--- src/rtl/ttip_pkg.sv ---
`timescale 1ns / 1ps
// Shared types, constants and functions of the text-to-integer parser.
// Used by the front stage, the queue, the back stage and the top level; depends on nothing.

package ttip_pkg;

	localparam int VALUE_BITS = 32;
	localparam int COUNT_BITS = 16;
	localparam int CHAR_BITS  = 8;
	localparam int BASE_BITS  = 5;
	localparam int CFG_IDX_BITS = 1;
	localparam int QUEUE_DEPTH = 4;
	localparam int QUEUE_PTR_BITS = $clog2(QUEUE_DEPTH);

	localparam logic [CFG_IDX_BITS-1:0] REG_BASE_SELECT = 1'd0;
	localparam logic [CFG_IDX_BITS-1:0] REG_SIGNED_MODE = 1'd1;

	localparam logic [BASE_BITS-1:0] BASE_AUTO = 5'd0;
	localparam logic [BASE_BITS-1:0] BASE_OCT  = 5'd8;
	localparam logic [BASE_BITS-1:0] BASE_DEC  = 5'd10;
	localparam logic [BASE_BITS-1:0] BASE_HEX  = 5'd16;

	localparam logic [CHAR_BITS-1:0] CH_ZERO  = 8'h30;
	localparam logic [CHAR_BITS-1:0] CH_NINE  = 8'h39;
	localparam logic [CHAR_BITS-1:0] CH_LA    = 8'h61;
	localparam logic [CHAR_BITS-1:0] CH_LF    = 8'h66;
	localparam logic [CHAR_BITS-1:0] CH_UA    = 8'h41;
	localparam logic [CHAR_BITS-1:0] CH_UF    = 8'h46;
	localparam logic [CHAR_BITS-1:0] CH_LX    = 8'h78;
	localparam logic [CHAR_BITS-1:0] CH_MINUS = 8'h2d;
	localparam logic [CHAR_BITS-1:0] CASE_BIT = 8'h20;
	localparam logic [CHAR_BITS-1:0] HEX_OFS  = 8'h57;

	typedef struct packed {
		logic       first;
		logic       is_minus;
		logic       is_zero;
		logic       is_x;
		logic       is_hex;
		logic [3:0] dig;
	} class_t;

	function automatic class_t classify(input logic [CHAR_BITS-1:0] c, input logic f);
		class_t r;
		logic [CHAR_BITS-1:0] lc;
		logic [CHAR_BITS-1:0] d;
		lc = c | CASE_BIT;
		r.first    = f;
		r.is_minus = (c == CH_MINUS);
		r.is_zero  = (c == CH_ZERO);
		r.is_x     = (lc == CH_LX);
		r.is_hex   = (c >= CH_ZERO && c <= CH_NINE) || (c >= CH_LA && c <= CH_LF) ||
			(c >= CH_UA && c <= CH_UF);
		if (c >= CH_ZERO && c <= CH_NINE) begin
			d = c - CH_ZERO;
		end else begin
			d = lc - HEX_OFS;
		end
		r.dig = d[3:0];
		return r;
	endfunction

	function automatic logic [COUNT_BITS-1:0] count_add(input logic [COUNT_BITS-1:0] c,
			input logic [1:0] n);
		logic [COUNT_BITS:0] s;
		s = {1'b0, c} + {{(COUNT_BITS-1){1'b0}}, n};
		return s[COUNT_BITS] ? {COUNT_BITS{1'b1}} : s[COUNT_BITS-1:0];
	endfunction

endpackage

--- src/rtl/ttip_front.sv ---
`timescale 1ns / 1ps
// Front stage: accepts characters, classifies them and registers the class.
// Depends on ttip_pkg.

module ttip_front (
	input  logic                               clk,
	input  logic                               arst_n,
	input  logic                               in_valid,
	output logic                               in_ready,
	input  logic [ttip_pkg::CHAR_BITS-1:0]     ch,
	input  logic                               first,
	output logic                               push,
	output ttip_pkg::class_t                   push_data,
	input  logic                               full
);

	logic             valid_s1;
	ttip_pkg::class_t class_s1;

	assign push      = valid_s1 && !full;
	assign push_data = class_s1;
	assign in_ready  = !valid_s1 || !full;

	always_ff @(posedge clk or negedge arst_n) begin
		if (!arst_n) begin
			valid_s1 <= 1'b0;
		end else if (in_ready) begin
			valid_s1 <= in_valid;
		end
	end

	always_ff @(posedge clk) begin
		if (in_ready && in_valid) begin
			class_s1 <= ttip_pkg::classify(ch, first);
		end
	end

endmodule

--- src/rtl/ttip_queue.sv ---
`timescale 1ns / 1ps
// Short queue of classified characters between the front and back stages.
// Depends on ttip_pkg.

module ttip_queue (
	input  logic             clk,
	input  logic             arst_n,
	input  logic             push,
	input  ttip_pkg::class_t push_data,
	output logic             full,
	input  logic             pop,
	output logic             empty,
	output ttip_pkg::class_t pop_data
);

	ttip_pkg::class_t                     entry_q [ttip_pkg::QUEUE_DEPTH];
	logic [ttip_pkg::QUEUE_PTR_BITS-1:0]  wr_ptr_q;
	logic [ttip_pkg::QUEUE_PTR_BITS-1:0]  rd_ptr_q;
	logic [ttip_pkg::QUEUE_PTR_BITS:0]    count_q;

	assign full     = (count_q == (ttip_pkg::QUEUE_PTR_BITS+1)'(ttip_pkg::QUEUE_DEPTH));
	assign empty    = (count_q == '0);
	assign pop_data = entry_q[rd_ptr_q];

	always_ff @(posedge clk or negedge arst_n) begin
		if (!arst_n) begin
			wr_ptr_q <= '0;
			rd_ptr_q <= '0;
			count_q  <= '0;
		end else begin
			if (push) begin
				wr_ptr_q <= wr_ptr_q + 1'b1;
			end
			if (pop) begin
				rd_ptr_q <= rd_ptr_q + 1'b1;
			end
			unique case ({push, pop})
				2'b10:   count_q <= count_q + 1'b1;
				2'b01:   count_q <= count_q - 1'b1;
				default: count_q <= count_q;
			endcase
		end
	end

	always_ff @(posedge clk) begin
		if (push) begin
			entry_q[wr_ptr_q] <= push_data;
		end
	end

endmodule

--- src/rtl/ttip_back.sv ---
`timescale 1ns / 1ps
// Back stage: runs the parse state machine, accumulates digits, registers results.
// Depends on ttip_pkg.

module ttip_back (
	input  logic                              clk,
	input  logic                              arst_n,
	input  logic [ttip_pkg::BASE_BITS-1:0]    base_select,
	input  logic                              signed_mode,
	input  logic                              empty,
	input  ttip_pkg::class_t                  pop_data,
	output logic                              pop,
	output logic                              out_valid,
	input  logic                              out_ready,
	output logic [ttip_pkg::VALUE_BITS-1:0]   value,
	output logic [ttip_pkg::COUNT_BITS-1:0]   end_offset
);

	localparam logic [2:0] PH_IDLE   = 3'd0;
	localparam logic [2:0] PH_START  = 3'd1;
	localparam logic [2:0] PH_ZERO   = 3'd2;
	localparam logic [2:0] PH_ZEROX  = 3'd3;
	localparam logic [2:0] PH_DIGITS = 3'd4;

	logic [2:0]                           phase_q;
	logic [ttip_pkg::VALUE_BITS-1:0]      acc_q;
	logic [ttip_pkg::COUNT_BITS-1:0]      cnt_q;
	logic [ttip_pkg::BASE_BITS-1:0]       base_q;
	logic                                 minus_q;
	logic                                 out_valid_q;
	logic [ttip_pkg::VALUE_BITS-1:0]      value_q;
	logic [ttip_pkg::COUNT_BITS-1:0]      end_offset_q;

	logic [2:0]                           n_ph;
	logic [ttip_pkg::VALUE_BITS-1:0]      n_acc;
	logic [ttip_pkg::COUNT_BITS-1:0]      n_cnt;
	logic [ttip_pkg::BASE_BITS-1:0]       n_base;
	logic                                 n_minus;
	logic                                 do_step;
	logic                                 from_start;
	logic                                 fin;
	logic [ttip_pkg::VALUE_BITS-1:0]      fin_val;
	logic [ttip_pkg::COUNT_BITS-1:0]      fin_cnt;
	logic [ttip_pkg::VALUE_BITS-1:0]      prod;
	logic [ttip_pkg::VALUE_BITS-1:0]      res_val;
	ttip_pkg::class_t                     e;

	assign e         = pop_data;
	assign pop       = !empty && (!out_valid_q || out_ready);
	assign out_valid = out_valid_q;
	assign value     = value_q;
	assign end_offset = end_offset_q;

	always_comb begin
		n_ph       = phase_q;
		n_acc      = acc_q;
		n_cnt      = cnt_q;
		n_base     = base_q;
		n_minus    = minus_q;
		do_step    = 1'b0;
		from_start = 1'b0;
		fin        = 1'b0;
		fin_val    = '0;
		fin_cnt    = '0;
		prod       = '0;
		if (e.first) begin
			n_ph    = PH_START;
			n_acc   = '0;
			n_cnt   = '0;
			n_base  = base_select;
			n_minus = 1'b0;
		end
		unique case (n_ph)
			PH_START: begin
				if (signed_mode && e.is_minus && !n_minus) begin
					n_minus = 1'b1;
					n_cnt   = ttip_pkg::count_add(n_cnt, 2'd1);
				end else if (e.is_zero &&
						(n_base == ttip_pkg::BASE_AUTO || n_base == ttip_pkg::BASE_HEX)) begin
					n_cnt = ttip_pkg::count_add(n_cnt, 2'd1);
					n_ph  = PH_ZERO;
				end else begin
					if (n_base == ttip_pkg::BASE_AUTO) begin
						n_base = ttip_pkg::BASE_DEC;
					end
					do_step    = 1'b1;
					from_start = 1'b1;
				end
			end
			PH_ZERO: begin
				if (e.is_x) begin
					n_ph = PH_ZEROX;
				end else begin
					if (n_base == ttip_pkg::BASE_AUTO) begin
						n_base = ttip_pkg::BASE_OCT;
					end
					n_ph    = PH_DIGITS;
					do_step = 1'b1;
				end
			end
			PH_ZEROX: begin
				if (e.is_hex) begin
					n_base = ttip_pkg::BASE_HEX;
					n_acc  = ttip_pkg::VALUE_BITS'(e.dig);
					n_cnt  = ttip_pkg::count_add(n_cnt, 2'd2);
					n_ph   = PH_DIGITS;
				end else begin
					fin     = 1'b1;
					fin_cnt = n_cnt;
				end
			end
			PH_DIGITS: begin
				do_step = 1'b1;
			end
			default: begin
				n_ph = phase_q;
			end
		endcase
		if (do_step) begin
			if (e.is_hex && ttip_pkg::BASE_BITS'(e.dig) < n_base) begin
				prod  = n_acc * ttip_pkg::VALUE_BITS'(n_base);
				n_acc = prod + ttip_pkg::VALUE_BITS'(e.dig);
				n_cnt = ttip_pkg::count_add(n_cnt, 2'd1);
				n_ph  = PH_DIGITS;
			end else begin
				fin = 1'b1;
				if (!from_start) begin
					fin_val = n_acc;
					fin_cnt = n_cnt;
				end
			end
		end
		if (fin) begin
			n_ph = PH_IDLE;
		end
		res_val = n_minus ? (ttip_pkg::VALUE_BITS'(0) - fin_val) : fin_val;
	end

	always_ff @(posedge clk or negedge arst_n) begin
		if (!arst_n) begin
			phase_q     <= PH_IDLE;
			acc_q       <= '0;
			cnt_q       <= '0;
			base_q      <= '0;
			minus_q     <= 1'b0;
			out_valid_q <= 1'b0;
		end else if (pop) begin
			phase_q     <= n_ph;
			acc_q       <= n_acc;
			cnt_q       <= n_cnt;
			base_q      <= n_base;
			minus_q     <= n_minus;
			out_valid_q <= fin;
		end else if (out_ready) begin
			out_valid_q <= 1'b0;
		end
	end

	always_ff @(posedge clk) begin
		if (pop && fin) begin
			value_q      <= res_val;
			end_offset_q <= fin_cnt;
		end
	end

endmodule

--- src/rtl/text_to_integer_parser.sv ---
`timescale 1ns / 1ps
// Top level of the streaming text-to-integer parser: configuration registers,
// front stage, queue and back stage. Depends on ttip_pkg, ttip_front, ttip_queue, ttip_back.

// Takes one character per cycle while in_ready is high, in the manner of
// strtoul/strtol, and gives one result (value, characters consumed) at the first
// character that is not a valid digit; characters after that are dropped until
// one marked first arrives. A character passes the input register, a four-entry
// queue and the back stage's multiply-add (value*base+digit with the phase
// update), where out_valid is registered with the phase; that multiply-add loop
// sets the sustained rate of one character per cycle unless a result waits on out_ready.

module text_to_integer_parser (
	input  logic                                  clk,
	input  logic                                  arst_n,
	input  logic                                  cfg_valid,
	output logic                                  cfg_ready,
	input  logic [ttip_pkg::CFG_IDX_BITS-1:0]     cfg_index,
	input  logic [ttip_pkg::BASE_BITS-1:0]        cfg_data,
	input  logic                                  in_valid,
	output logic                                  in_ready,
	input  logic [ttip_pkg::CHAR_BITS-1:0]        ch,
	input  logic                                  first,
	output logic                                  out_valid,
	input  logic                                  out_ready,
	output logic [ttip_pkg::VALUE_BITS-1:0]       value,
	output logic [ttip_pkg::COUNT_BITS-1:0]       end_offset
);

	logic [ttip_pkg::BASE_BITS-1:0] base_select_q;
	logic                           signed_mode_q;
	logic                           push;
	logic                           full;
	logic                           pop;
	logic                           empty;
	ttip_pkg::class_t               push_data;
	ttip_pkg::class_t               pop_data;

	assign cfg_ready = 1'b1;

	always_ff @(posedge clk or negedge arst_n) begin
		if (!arst_n) begin
			base_select_q <= '0;
			signed_mode_q <= 1'b0;
		end else if (cfg_valid) begin
			unique case (cfg_index)
				ttip_pkg::REG_BASE_SELECT: base_select_q <= cfg_data;
				ttip_pkg::REG_SIGNED_MODE: signed_mode_q <= cfg_data[0];
				default: base_select_q <= base_select_q;
			endcase
		end
	end

	ttip_front u_front (
		.clk       (clk),
		.arst_n    (arst_n),
		.in_valid  (in_valid),
		.in_ready  (in_ready),
		.ch        (ch),
		.first     (first),
		.push      (push),
		.push_data (push_data),
		.full      (full)
	);

	ttip_queue u_queue (
		.clk       (clk),
		.arst_n    (arst_n),
		.push      (push),
		.push_data (push_data),
		.full      (full),
		.pop       (pop),
		.empty     (empty),
		.pop_data  (pop_data)
	);

	ttip_back u_back (
		.clk         (clk),
		.arst_n      (arst_n),
		.base_select (base_select_q),
		.signed_mode (signed_mode_q),
		.empty       (empty),
		.pop_data    (pop_data),
		.pop         (pop),
		.out_valid   (out_valid),
		.out_ready   (out_ready),
		.value       (value),
		.end_offset  (end_offset)
	);

endmodule
--- config.mk ---
export PLATFORM = sky130hd
export DESIGN_NAME = text_to_integer_parser
export DESIGN_NICKNAME = d
export VERILOG_FILES = /design/src/rtl/ttip_pkg.sv /design/src/rtl/ttip_front.sv /design/src/rtl/ttip_queue.sv /design/src/rtl/ttip_back.sv /design/src/rtl/text_to_integer_parser.sv
export SDC_FILE = /design/constraint.sdc
export NUM_CORES = 1
export LEC_CHECK = 0
export BUFFER_PORTS_ARGS = -buffer_cell sky130_fd_sc_hd__buf_4
export CORE_MARGIN = 4
export CORE_UTILIZATION = 55
export DETAILED_ROUTE_END_ITERATION = 6
export GPL_TIMING_DRIVEN = 0
export HOLD_SLACK_MARGIN = 0.1
export PLACE_DENSITY = 0.8
export SLEW_MARGIN = 30
export SYNTH_ARGS = -nofsm -noshare
export SYNTH_HDL_FRONTEND = slang
export SYNTH_SLANG_ARGS = --single-unit
--- constraint.sdc ---
create_clock -name clk -period 7.7 [get_ports clk]
set_input_delay 1.54 -clock clk [delete_from_list [all_inputs] [get_ports clk]]
set_output_delay 1.54 -clock clk [all_outputs]
set_load 0.05 [all_outputs]
* Word level (Yosys, flattened, before mapping) *
Memories as Yosys holds them, arrays and structs flattened.
Cells that the tools add are included.

storage, ports and cells
  word-level logic and storage cells = 138
  memories = 1
  bits in registers = 129
  bits in writable memories = 36
  output and inout port bits = 51
  bits of input ports = 20

cells by class
  multiplexer cells = 59
  magnitude comparators = 7
  add/sub/neg operators = 11
  multiply operators = 1
  bitwise gates (word level) = 1
  reduce and logical (&&, ||, !) cells = 27
  equality and inequality tests = 11

memories
  name             words  bits a word  rd ports  clocked after Yosys merged registers in  write ports  RTL line          source
  u_queue.entry_q  4      9            1         0                                        1            ttip_queue.sv:16  ttip_pkg::class_t entry_q [ttip_pkg::QUEUE_DEPTH];

operator list
  cell                                                                              count
  32-bit two-way mux                                                                9
  16-bit two-way mux                                                                14
  5-bit two-way mux                                                                 7
  16-bit by 1-bit adder with 17-bit output, second input constant                   2
  32-bit by 4-bit adder with 32-bit output                                          1
  32-bit by 5-bit multiplier with 32-bit output                                     1
  16-bit case mux with 2 select lines                                               1
  1-bit by 32-bit subtractor with 32-bit output, first input constant               1
  3-bit two-way mux                                                                 8
  16-bit by 2-bit adder with 17-bit output, second input constant                   1
  8-bit by 6-bit equality test with 1-bit output, second input constant             2
  8-bit by 7-bit >= comparator with 1-bit output, second input constant             2
  8-bit by 7-bit less-or-equal comparator with 1-bit output, second input constant  2
  1-bit two-way mux                                                                 15
  5-bit case mux with 3 select lines                                                1
  3-bit case mux with 4 select lines                                                1
  1-bit logical AND                                                                 11
  8-bit by 6-bit >= comparator with 1-bit output, second input constant             1
  8-bit by 6-bit less-or-equal comparator with 1-bit output, second input constant  1
  7-bit by 6-bit equality test with 1-bit output, second input constant             1
  3-bit by 2-bit equality test with 1-bit output, second input constant             2
  3-bit equality test, second input constant                                        2
  3-bit case mux with 2 select lines                                                1
  5-bit equality test, second input constant                                        1
  other kinds (18)                                                                  29

* Logic depth before layout (Yosys ltp) *
Gate-level depths: netlist of the first run.
An unclocked memory read counts as a cell.

  depth in word-level cells = 14
  mapped depth = 29
  mapped depth without buffers = 24

* Cells and area by module *
From an unflattened synthesis of the first run, not the netlist that was laid out.

second synthesis, totals
  cell total of the unflattened synthesis = 1640
  area, all modules = 14876.8 um^2

by module, submodules not included
  module                  cells an instance  area an instance (um^2)  instances
  ttip_back               1491               12345.6                  1
  ttip_queue              84                 1697.9                   1
  ttip_front              49                 586.8                    1
  text_to_integer_parser  16                 246.5                    1

* Worst setup path after synthesis of the first run *
No wires, ideal clock.

  path type = register to register
  start point = register u_queue.rd_ptr_q[1] in the netlist's numbering
  end point = register u_back.acc_q[30] in the netlist's numbering
  path buffers = 7
  stages on the path, launching flop included = 29
  setup slack = 0.478 ns
  setup time = 0.121 ns
  arrival = 7.101 ns
  period minus slack after synthesis = 7.222 ns
  cell sequence = dfrtp_1 -> buf_2 -> mux2i_1 -> mux2_2 -> clkbuf_1 -> buf_2 -> buf_2 -> buf_2 -> buf_1 -> buf_1 -> o21ai_1 -> or2_2 -> fa_1 -> inv_1 -> ha_1 -> inv_1 -> fa_1 -> inv_1 -> fa_1 -> a21o_1 -> a21oi_1 -> o21bai_1 -> a311oi_1 -> o2111ai_1 -> a2111oi_0 -> nor3_1 -> and4b_1 -> a311o_1 -> a22o_1

between the ends
  word-level cells in the longest chain between the ends = 12

RTL lines
  item                                                                                                            RTL line                                           source
  start, declared                                                                                                 ttip_queue.sv:18                                   logic [ttip_pkg::QUEUE_PTR_BITS-1:0] rd_ptr_q;
  start signal, assigned                                                                                          ttip_queue.sv:35                                   rd_ptr_q <= rd_ptr_q + 1'b1;
  memory 4 x 9 bit *                                                                                              --
  5-bit two-way mux                                                                                               ttip_back.sv:66                                    if (e.first) begin
  5-bit equality test or 5-bit logical NOT (tied branches)                                                        ttip_back.sv:79, ttip_back.sv:83, ttip_back.sv:94
  1-bit logical OR                                                                                                ttip_back.sv:79                                    (n_base == ttip_pkg::BASE_AUTO || n_base == ttip_pkg::BASE_HEX)) begin
  1-bit logical AND                                                                                               ttip_back.sv:78                                    end else if (e.is_zero &&
  5-bit two-way mux                                                                                               ttip_back.sv:78
  5-bit two-way mux                                                                                               ttip_back.sv:75                                    if (signed_mode && e.is_minus && !n_minus) begin
  5-bit case mux with 3 select lines                                                                              ttip_back.sv:73                                    unique case (n_ph)
  32-bit by 5-bit multiplier with 32-bit output or 4-bit by 5-bit < comparator with 1-bit output (tied branches)  ttip_back.sv:121, ttip_back.sv:120
  32-bit by 4-bit adder with 32-bit output or 1-bit logical AND (tied branches)                                   ttip_back.sv:122, ttip_back.sv:120
  32-bit two-way mux                                                                                              ttip_back.sv:120                                   if (e.is_hex && ttip_pkg::BASE_BITS'(e.dig) < n_base) begin
  32-bit two-way mux *                                                                                            ttip_back.sv:119                                   if (do_step) begin
  end signal, assigned                                                                                            ttip_back.sv:149                                   acc_q <= n_acc;
  end, declared                                                                                                   ttip_back.sv:26                                    logic [ttip_pkg::VALUE_BITS-1:0] acc_q;

Mark *: on every way between the ends. The rest lies on a longest branch, timed or not.
A chain may end at the register's enable or synchronous reset.

* Final worst setup path of the first run *
  start point = register u_queue.rd_ptr_q[0] in the netlist's numbering
  end point = register u_back.acc_q[30] in the netlist's numbering

The elaborated chain is that of the path after synthesis.

==> metrics.md, run 1 <==
| Metric | Value |
|---|---|
| DR WL/cell | ~22 µm |
| Switching share of total power | ~56% |
| Post-Syn Area | approximately 15,000 µm² |
| Met2 Usage GRT | around half |
| Mean Syn Cell Area | between 8 and 9 µm² |
| Placed cell area | roughly 16,000 µm² |
| Port Buffers | between 60 and 70 |
| Worst setup path startpoint | u_queue.rd_ptr_q[0] |
| Grt met3 use | 8.02% |
| Height of the die | 172 µm |
| CTS tree | yes |
| Vias per cell | approximately 6.4 |
| Net Switching | between 4 and 5 mW |
| Grt ovf | 0 |
| Syn nets | approximately 1,900 |
| Max-cap violations | 0 |
| Die width | 172 µm |
| Clock latency on the worst-skew pair | approximately 450 ps |
| Total I/O pin count | between 70 and 80 |
| Async SR Flop Fraction | ~44% |
| Reg2reg start | u_queue.rd_ptr_q[0] |
| FMAX | about 130 MHz |
| Clock Path Buffers | 2 |
| Initial DRC count | roughly 1,600 |
| CTS sink count | between 150 and 200 |
| Actual slew at the worst max-slew pin | between 900 and 1000 ps |
| Clock-pin slew on the worst setup and hold paths | 90 ps |
| Cell Pwr Density | 457 nW/µm² |
| Hold_sp | u_front.push_data[8] |
| Clock root buffer | clkbuf_16 |
| First-pass GRT wire length | approximately 74 mm |
| Worst min path class | register to register |
| Vias | ~14,000 |
| Row Count | a little under 60 |
| Crit-path max cell delay | roughly 550 ps |
| Tcrit/Tclk final | a little over nine tenths |
| Number of synthesized flops with an enable pin | 93 |
| Gate power share | 67.5% |
| DRC violations left | 0 |
| Hold_buf cts | 0 |
| Met1 GRT Util | between 40% and 50% |
| Pleak | about 7.1 nW |
| Ratio of cells with drive above 1 in the final layout | about 13% |
| DIE AREA | 29,500 µm² |
| Nets | ~2,000 |
| Main synth FF type | edfxtp_1 |
| Final hold vios | 0 |
| Core Region | about 26,000 µm² |
| Global route hottest layer | met2 |
| Num CTS Buffers | 17 |
| Yosys synthesis warning count | 0 |
| Crit path kind | register to register |
| Status | finished clean |
| Sequential fraction of design power | 20.3% |
| Worst EP arrival | about 8000 ps |
| Slew HR | ~34% |
| #FFs+latches synth | ~170 |
| Final instance area | ~17,000 µm² |
| Pre-antenna DRT Iters | 7 |
| Min cycle time layout | roughly 7500 ps |
| WP data required | around 8000 ps |
| Internal Power | about 3.4 mW |
| H-tree levels | 4 |
| Worst path slowest cell | mux4_2 |
| Total GRT Usage | between 30% and 40% |
| Initial antenna violation count | 0 |
| Setup violators final | 0 |
| Peak VDD IR | 0.341 mV |
| Initial Utilization | about 56% |
| Post-Layout Cell Count | 2,117 |
| CP max FO | 10 |
| Synth unique cells | ~110 |
| # fillers | ~2,200 |
| Vias in the first global route | roughly 13,000 |
| Clk network pwr share | 12.3% |
| Gp weighted congestion | between 1 and 1.5 |
| Drt total wl | 47.6 mm |
| Crit start category | register |
| Seq/Total Area, Yosys | 31.2% |
| DP Wirelength | around 36 mm |
| Post-Syn Instances | 1,669 |
| Setup crit end kind | register |
| Area Overhead vs Synth | 13.4% |
| Largest net degree at the start of global routing | 73 |
| Max-slew violations | 0 |
| Clk_skew | 21.9 ps |
| Dpl cells | 2,074 |
| DRT antenna net count | 0 |
## flip-flops by register name (all words and copies together), names as in the netlist
register and count:
u_queue.entry_q 36, signed_mode_q 1, u_queue.count_q 3, u_back.end_offset 16, u_front.valid_s1 1, u_back.base_q 5
u_back.acc_q 32, u_back.minus_q 1, u_back.value 32, u_back.phase_q 3, u_queue.wr_ptr_q 2, base_select_q 5
u_back.out_valid 1, u_front.push_data 9, u_queue.rd_ptr_q 2, u_back.cnt_q 16
## final cells by class
| cell class | instances | area [µm²] | share of cell area, % |
|---|---|---|---|
| Antenna cell | 1 | 2.50 | 0.0150 |
| Buffer | 77 | 392 | 2.34 |
| Clock buffer | 17 | 425 | 2.55 |
| Clock inverter | 15 | 216 | 1.30 |
| Inverter | 179 | 672 | 4.02 |
| Multi-Input combinational cell | 1245 | 9320 | 55.8 |
| Sequential cell | 165 | 4600 | 27.5 |
| Tap cell | 335 | 419 | 2.51 |
| Timing Repair Buffer | 83 | 667 | 3.99 |
## final timing paths
kind                                    endpoint  slack (ps)  cells after the start
max                             u_back.acc_q[30]         160                     27
min                        u_queue.entry_q[2][8]         510                      0
max reg2reg                     u_back.acc_q[30]         160                     27
min reg2reg                u_queue.entry_q[2][8]         510                      0
max in group asynchronous    u_queue.rd_ptr_q[0]        6020                      1
min in group asynchronous          signed_mode_q        1120                      1
## placed cells by master, fill, tap and decap left out, types with 8 or more instances in the layout
master,Yosys,final
nor2_1,268,265
inv_1,179,179
nand2_1,146,146
edfxtp_1,93,93
buf_4,3,87
fa_1,87,87
o21ai_0,86,86
ha_1,79,79
a21oi_1,76,73
dfrtp_1,72,71
nand3_1,54,53
clkbuf_1,59,44
xnor2_1,43,43
xor2_1,28,28
nor3_1,26,25
a31oi_1,20,20
a21o_1,19,19
nand2b_1,19,19
and2_1,18,17
clkbuf_16,0,17
and3_1,16,16
a211oi_1,17,14
nor4_1,13,13
mux2i_1,11,10
mux4_2,9,9
nor2b_1,9,9
o21a_1,8,8
o21ai_1,9,8
or2_2,8,8
nand4_1,8,8
a22o_1,8,8
## cells in the mapped netlist (9+ instances only)
| cell type | instances | area [µm²] |
|---|---|---|
| xnor2_1 | 43 | 377 |
| mux2i_1 | 11 | 110 |
| mux4_2 | 9 | 203 |
| a211oi_1 | 17 | 128 |
| o21ai_0 | 86 | 430 |
| a31oi_1 | 20 | 125 |
| edfxtp_1 | 93 | 2790 |
| a21oi_1 | 76 | 380 |
| a21o_1 | 19 | 143 |
| nor2_1 | 268 | 1010 |
| buf_1 | 9 | 33.8 |
| o21ai_1 | 9 | 45.0 |
| nand3_1 | 54 | 270 |
| nor2b_1 | 9 | 56.3 |
| nand2_1 | 146 | 548 |
| nor3_1 | 26 | 130 |
| inv_1 | 179 | 672 |
| dfrtp_1 | 72 | 1800 |
| fa_1 | 87 | 1740 |
| nand2b_1 | 19 | 119 |
| clkbuf_1 | 59 | 221 |
| and3_1 | 16 | 100 |
| ha_1 | 79 | 988 |
| and2_1 | 18 | 113 |
| nor4_1 | 13 | 81.3 |
| xor2_1 | 28 | 245 |
## power by group through the flow
stage                     Sequential, mW  Combinational, mW  Clock (mW)
after floorplan                     2.00               2.79           0
after global placement              1.57               4.65           0
after detailed placement            1.56               4.83           0
after CTS                           1.54               4.91       0.932
after global routing                1.58               5.49       0.973
final                               1.55               5.14       0.936
## through the flow
| step | setup slack [ps] | hold WS, ps | utilization (%) | power, mW | setup TNS, ps |
|---|---|---|---|---|---|
| 2_1_floorplan | 478 | 459 | - | 4.79 | 0 |
| 3_3_place_gp | -1880 | 469 | 59.8 | 6.22 | -85030 |
| 3_5_place_dp | -2000 | 499 | 60.0 | 6.38 | -34280 |
| 4_1_cts | 6.64 | 519 | 63.0 | 7.39 | 0 |
| 5_1_grt | -143 | 535 | 63.7 | 8.04 | -205 |
| 6_report | 162 | 515 | 63.7 | 7.63 | 0 |
## timing repair
| action | 4_1_cts | 5_1_grt |
|---|---|---|
| pin swaps | 3 | 8 |
| setup endpoints to repair | 39 | 19 |
| hold endpoints to repair | 0 | 0 |
| buffers inserted | 3 | 10 |
| gates resized for setup | 43 | 31 |
## kinds of logic after synthesis
kind of cell / after synthesis / synth area share (%)
other cells: 1 / 0.0255
xor+xnor: 71 / 4.22
fa+ha+maj: 166 / 18.5
buf+inv: 259 / 6.88
compound gates: 349 / 16.3
mux: 30 / 3.02
simple gates: 628 / 19.9
flops: 165 / 31.2
## metal layers
metal  wire (µm)  vias up  part of all wire [%]
li1            -     5963                     -
met1       18900     6572                    40
met2       21000      857                    44
met3        5650      181                    12
met4        2010        0                   4.2
met5           0        -                     0
## critical path, delay by kind of cell (launching register included)
family          cells  cell delay, ps
flops               1             400
simple gates        7            1400
fa+ha+maj           4            1870
mux                 1             550
buf+inv            10            1620
compound gates      5            1540
Note: power is estimated with default switching activity, not from simulation.
==> run 2: changes to the inputs <==
--- a/config.mk
+++ b/config.mk
@@ -5,6 +5,7 @@
 export SDC_FILE = /design/constraint.sdc
 export NUM_CORES = 1
 export LEC_CHECK = 0
+export ABC_AREA = 1
 export BUFFER_PORTS_ARGS = -buffer_cell sky130_fd_sc_hd__buf_4
 export CORE_MARGIN = 4
 export CORE_UTILIZATION = 55
==> metrics.md, run 2 <==
| Metric | Value |
|---|---|
| DIE AREA | roughly 30,000 µm² |
| DRC violations left | 0 |
| Post-Syn Instances | around 2,000 |
| Min cycle time layout | just over 7000 ps |
| Vias per cell | 5.68 |
| Tcrit/Tclk final | between 90% and 100% |
| Post-Layout Cell Count | approximately 2,500 |
| Reg with most FFs | u_queue.entry_q |
| Synth top area share | a little under a fifth |
| Post-synth top area cell | edfxtp_1 |
| Synth unique cells | 55 |
| Reg area | 4590 µm² |
| Final core occ | between 60% and 70% |
| DRT antenna net count | 0 |
| Hold_buf cts | 0 |
| DP Wirelength | between 30 and 40 mm |
| Clock root buffer | clkbuf_16 |
| Hold path endpoint | u_back.base_q[3] |
| Crit start category | register |
| Initial DRC count | between 1,500 and 2,000 |
| Max reg flops | 36 |
| Most common cell after layout, fill and taps aside | nand2_1 |
| CP top delay family | adder cells |
| Pre-antenna DRT Iters | 7 |
| Number of synthesized flops with an enable pin | between 90 and 100 |
| Hold_sp | u_back.base_q[3] |
| Synth cell count leaders | nand2_1, inv_1, nor2_1 |
| Seq/Total Area, Yosys | between 30% and 40% |
| Vias in the first global route | between 10,000 and 15,000 |
| Total I/O pin count | 71 |
| Total GRT Usage | between 20% and 30% |
| Area Overhead vs Synth | 11.4% |
| Ratio of cells with drive above 1 in the final layout | approximately 11% |
| Die width | between 150 and 200 µm |
| CP most frequent cell | o21ai_0 |
| Reg-to-Reg End | u_back.acc_q[28] |
| Worst reg2reg path depth | 30 |
| Post-route setup TNS | 0 ps |
| Largest net degree at the start of global routing | 43 |
| #FFs+latches synth | approximately 170 |
| Most frequent cells in the layout | nand2_1, inv_1, nor2_1 |
| Core Region | 27,100 µm² |
| Port Buffers | 69 |
| Async SR Flop Fraction | about 44% |
| Worst EP arrival | about 7500 ps |
| Syn nets | 2,209 |
| CP Buf/Inv Count | 7 |
| Area of the multi-input gates | 9130 µm² |
| Setup crit end kind | register |
| Actual slew at the worst max-slew pin | approximately 860 ps |
| Main synth FF type | edfxtp_1 |
| Row Count | 60 |
| Clock-pin slew on the worst setup and hold paths | 80 ps |
| Drt total wl | roughly 45 mm |
| Grt ovf | 0 |
| Reg2reg start | u_queue.rd_ptr_q[1] |
| Hold depth | 2 |
| Gp weighted congestion | a little under 1 |
| Nets | 2,303 |
| Yosys synthesis warning count | 0 |
| Clk_skew | between 15 and 20 ps |
| Mean Syn Cell Area | around 7.5 µm² |
| FMAX | 138 MHz |
| Worst path slowest cell | fa_1 |
| Initial antenna violation count | 0 |
| Register-to-register setup slack | roughly 470 ps |
| Crit path kind | register to register |
| Max-slew violations | 0 |
| Status | finished clean |
| RSZ-0062 raised after global routing | false |
| Setup violators final | 0 |
| DR WL/cell | 18.1 µm |
| WP data required | 7980 ps |
| Dpl cells | roughly 2,500 |
| CTS sink count | 165 |
| Area contributors post-synth | edfxtp_1, dfrtp_1, fa_1, nand2_1, inv_1 |
| Final hold vios | 0 |
| Height of the die | between 150 and 200 µm |
| Antenna cell count | 0 |
| Max-cap violations | 0 |
| Num CTS Buffers | 17 |
| Vias | around 14,000 |
| Clock Path Buffers | 2 |
| Clock latency on the worst-skew pair | approximately 450 ps |
| Count leader, synth | nand2_1 |
| Crit-path max cell delay | 550 ps |
| # fillers | ~2,400 |
| Worst min path class | register to register |
| CTS tree | yes |
| H-tree levels | 4 |
| First-pass GRT wire length | 72.4 mm |
| CP max FO | 10 |
| Slew HR | between 40 and 50% |
| Post-Syn Area | between 15,000 and 20,000 µm² |
| Initial Utilization | a little under three fifths |
## run 2: changes by cell type after synthesis, sizes merged, moves of 19 or more
cell,before,now
nand2,146,400
inv,179,335
nor2,269,363
nand3,54,139
o21ai,97,121
xnor2,43,20
clkbuf,59,37
and2,19,0
nand2b,19,0
## run 2: cells by family (layout without fill, tap and decap cells)
| logic type | Yosys count | after routing | share of synthesized area [%] |
|---|---|---|---|
| and+or+nand+nor | 962 | 962 | 28.5 |
| buffers and inverters | 400 | 507 | 10.3 |
| AOI/OAI and AO/OA | 262 | 262 | 9.31 |
| adders and majority gates | 166 | 166 | 17.9 |
| DFF | 165 | 165 | 30.1 |
| xor gates and xnor gates | 64 | 64 | 3.67 |
| muxes | 3 | 3 | 0.221 |
| other | 1 | 1 | 0.0246 |
## run 2: timing repair
action                                  in CTS  in global routing
gates resized for setup                      0                  8
buffers inserted                             0                  2
endpoints found under the setup margin       0                  6
## run 2: worst max path at each step
stage / depth (start not counted) / from / to / slack (ps)
global placement: 20 / u_queue.rd_ptr_q[1] / u_back.value[15] / 140
floorplan: 31 / u_queue.rd_ptr_q[0] / u_back.acc_q[20] / 1890
finish: 30 / u_queue.rd_ptr_q[1] / u_back.acc_q[28] / 470
CTS: 30 / u_queue.rd_ptr_q[1] / u_back.acc_q[28] / 150
global route: 29 / u_queue.rd_ptr_q[1] / u_back.acc_q[28] / 60
detailed placement: 30 / u_queue.rd_ptr_q[1] / u_back.acc_q[28] / 190
## run 2: final cells by class
cell class | instances | share of cell area (%)
clock buffers | 17 | 2.50
repair inverters | 1 | 0.0294
inverters | 338 | 7.48
clock inverters | 15 | 1.18
well taps | 372 | 2.74
flip-flops and latches | 165 | 27.0
multi-input cells | 1458 | 53.7
plain buffers | 62 | 1.83
repair buffers | 74 | 3.58
## run 2: tightest hold or removal path, cell delays in order, from the launching register on
cell and delay [ps]:
dfrtp_1 340, nand2_1 50, o21ai_0 60
## run 2: per-layer routing
| metal | GRT usage, % | share of wire, % | vias up |
|---|---|---|---|
| met1 | 40.7 | 42 | 6701 |
| met2 | 48.3 | 46 | 741 |
| li1 | - | - | 6641 |
| met4 | 10.1 | 3.2 | 0 |
| met3 | 4.61 | 9.3 | 128 |
| met5 | 0 | 0 | - |
## run 2: through the flow
step | hold WS, ps | setup slack (ps) | cell area [µm²]
after detailed placement | 466 | 186 | 16300
after CTS | 486 | 152 | 17000
after floorplan | 450 | 1890 | 15300
final | 491 | 471 | 17000
after global placement | 463 | 136 | 16300
after global routing | 505 | 55.4 | 17000
Power of run 2 is left out: the tool's default activity adds up to more than one toggle a clock period on the data nets, which glitch-free logic cannot reach.
==> run 3: changes to the inputs <==
--- a/config.mk
+++ b/config.mk
@@ -13,6 +13,7 @@
 export GPL_TIMING_DRIVEN = 0
 export HOLD_SLACK_MARGIN = 0.1
 export PLACE_DENSITY = 0.8
+export REMOVE_ABC_BUFFERS = 1
 export SLEW_MARGIN = 30
 export SYNTH_ARGS = -nofsm -noshare
 export SYNTH_HDL_FRONTEND = slang
==> metrics.md, run 3 (synthesis gave the netlist of run 2 again) <==
| Metric | Value |
|---|---|
| Status | finished clean |
| Port Buffers | 69 |
| CTS tree | yes |
| Final hold vios | 0 |
| Area Overhead vs Synth | 10.5% |
| Reg area | between 4000 and 5000 µm² |
| Max-slew violations | 0 |
| Reg with most FFs | u_queue.entry_q |
| Num CTS Buffers | 17 |
| WP data required | 8020 ps |
| Setup violators final | 0 |
| H-tree levels | 4 |
| Nets | around 2,200 |
| DP Wirelength | around 30 mm |
| Crit-path max cell delay | ~600 ps |
| FMAX | between 100 and 150 MHz |
| Clock Path Buffers | 2 |
| Core Region | ~27,000 µm² |
| Crit path kind | register to register |
| Ratio of cells with drive above 1 in the final layout | between 10 and 15% |
| Drt total wl | between 40 and 50 mm |
| Dpl cells | roughly 2,400 |
| Crit start category | register |
| Pre-antenna DRT Iters | 6 |
| Max-cap violations | 0 |
| Row Count | 60 |
| Vias in the first global route | roughly 14,000 |
| Height of the die | roughly 170 µm |
| Largest net degree at the start of global routing | 73 |
| Clock latency on the worst-skew pair | between 400 and 500 ps |
| Post-Layout Cell Count | 2,443 |
| Total I/O pin count | 71 |
| Worst min path class | register to register |
| Slew HR | around a third |
| Vias | approximately 14,000 |
| Most frequent cells in the layout | nand2_1, inv_1, nor2_1 |
| Total GRT Usage | 27.3% |
| RSZ-0062 raised after global routing | false |
| Actual slew at the worst max-slew pin | ~1000 ps |
| Worst EP arrival | approximately 7600 ps |
| DIE AREA | ~30,000 µm² |
| Antenna cell count | 0 |
| Clock-pin slew on the worst setup and hold paths | around 80 ps |
| Clock root buffer | clkbuf_16 |
| CTS sink count | between 150 and 200 |
| Die width | around 170 µm |
| Initial Utilization | a little under three fifths |
| Max reg flops | 36 |
| Area of the multi-input gates | 9230 µm² |
| Setup crit end kind | register |
| Grt ovf | 0 |
| DR WL/cell | ~17 µm |
| Worst path slowest cell | dfrtp_4 |
| First-pass GRT wire length | between 60 and 70 mm |
| Most common cell after layout, fill and taps aside | nand2_1 |
| DRT antenna net count | 0 |
| CP max FO | 28 |
| Clk_skew | ~20 ps |
| # fillers | around 2,300 |
| Gp weighted congestion | a little over 0.9 |
| Initial antenna violation count | 1 |
| Min cycle time layout | between 7000 and 8000 ps |
| Tcrit/Tclk final | about 95% |
| DRC violations left | 0 |
| Hold_buf cts | 0 |
| Vias per cell | approximately 5.7 |
| Initial DRC count | 1,530 |
| Final hold slack | slightly below 500 ps |
run 3: through the flow:
| stage | worst slack (ps) | util (%) | TNS, ps | instance area, µm² |
|---|---|---|---|---|
| 2_1_floorplan | -306 | - | -14710 | 15000 |
| 6_report | 376 | 62.3 | 0 | 16900 |
| 3_5_place_dp | -2400 | 59.4 | -77190 | 16100 |
| 3_3_place_gp | -5290 | 58.9 | -351530 | 15900 |
| 5_1_grt | 15.2 | 62.3 | 0 | 16900 |
| 4_1_cts | 68.5 | 62.0 | 0 | 16800 |
run 3: path summary, 6_finish.rpt:
path | end | slack (ps) | cells after the start | start
min in group asynchronous | u_back.acc_q[21] | 1150 | 1 | arst_n
setup reg to reg | u_back.acc_q[28] | 380 | 30 | u_queue.rd_ptr_q[0]
max in group asynchronous | u_queue.rd_ptr_q[0] | 5950 | 1 | arst_n
hold / removal | u_back.acc_q[11] | 490 | 2 | u_back.acc_q[11]
hold reg to reg | u_back.acc_q[11] | 490 | 2 | u_back.acc_q[11]
setup / recovery | u_back.acc_q[28] | 380 | 30 | u_queue.rd_ptr_q[0]
run 3: worst max-delay path: cells and delay by family (launching register included):
family / cells / cell delay [ps]
AOI/OAI and AO/OA: 9 / 1750
xor gates and xnor gates: 1 / 150
adders and majority gates: 4 / 1930
buffers and inverters: 6 / 1110
DFF: 1 / 590
and+or+nand+nor: 10 / 1630
run 3: layer usage:
layer	track usage (%)	part of all wire (%)	vias up
met5	0	0.13	-
met3	4.74	9.2	120
met4	10.2	3.2	2
met1	37.2	42	6656
li1	-	-	6501
met2	44.1	46	710
run 3: layout make-up:
cell class / instances / share of cell area (%)
Clock buffer: 17 / 2.52
Clock inverter: 15 / 1.18
Inverter: 338 / 7.76
Multi-Input combinational cell: 1460 / 54.7
Sequential cell: 165 / 27.2
Tap cell: 372 / 2.76
Timing Repair Buffer: 76 / 3.85
run 3: timing repair:
action                                  in CTS  in global routing
endpoints found under the setup margin     123                 14
pin swaps                                    2                  1
hold endpoints to repair                     0                  0
gates resized for setup                     13                 12
gates cloned                                 1                  1
setup buffers                                2                  0
Power of run 3 is left out for the same reason.
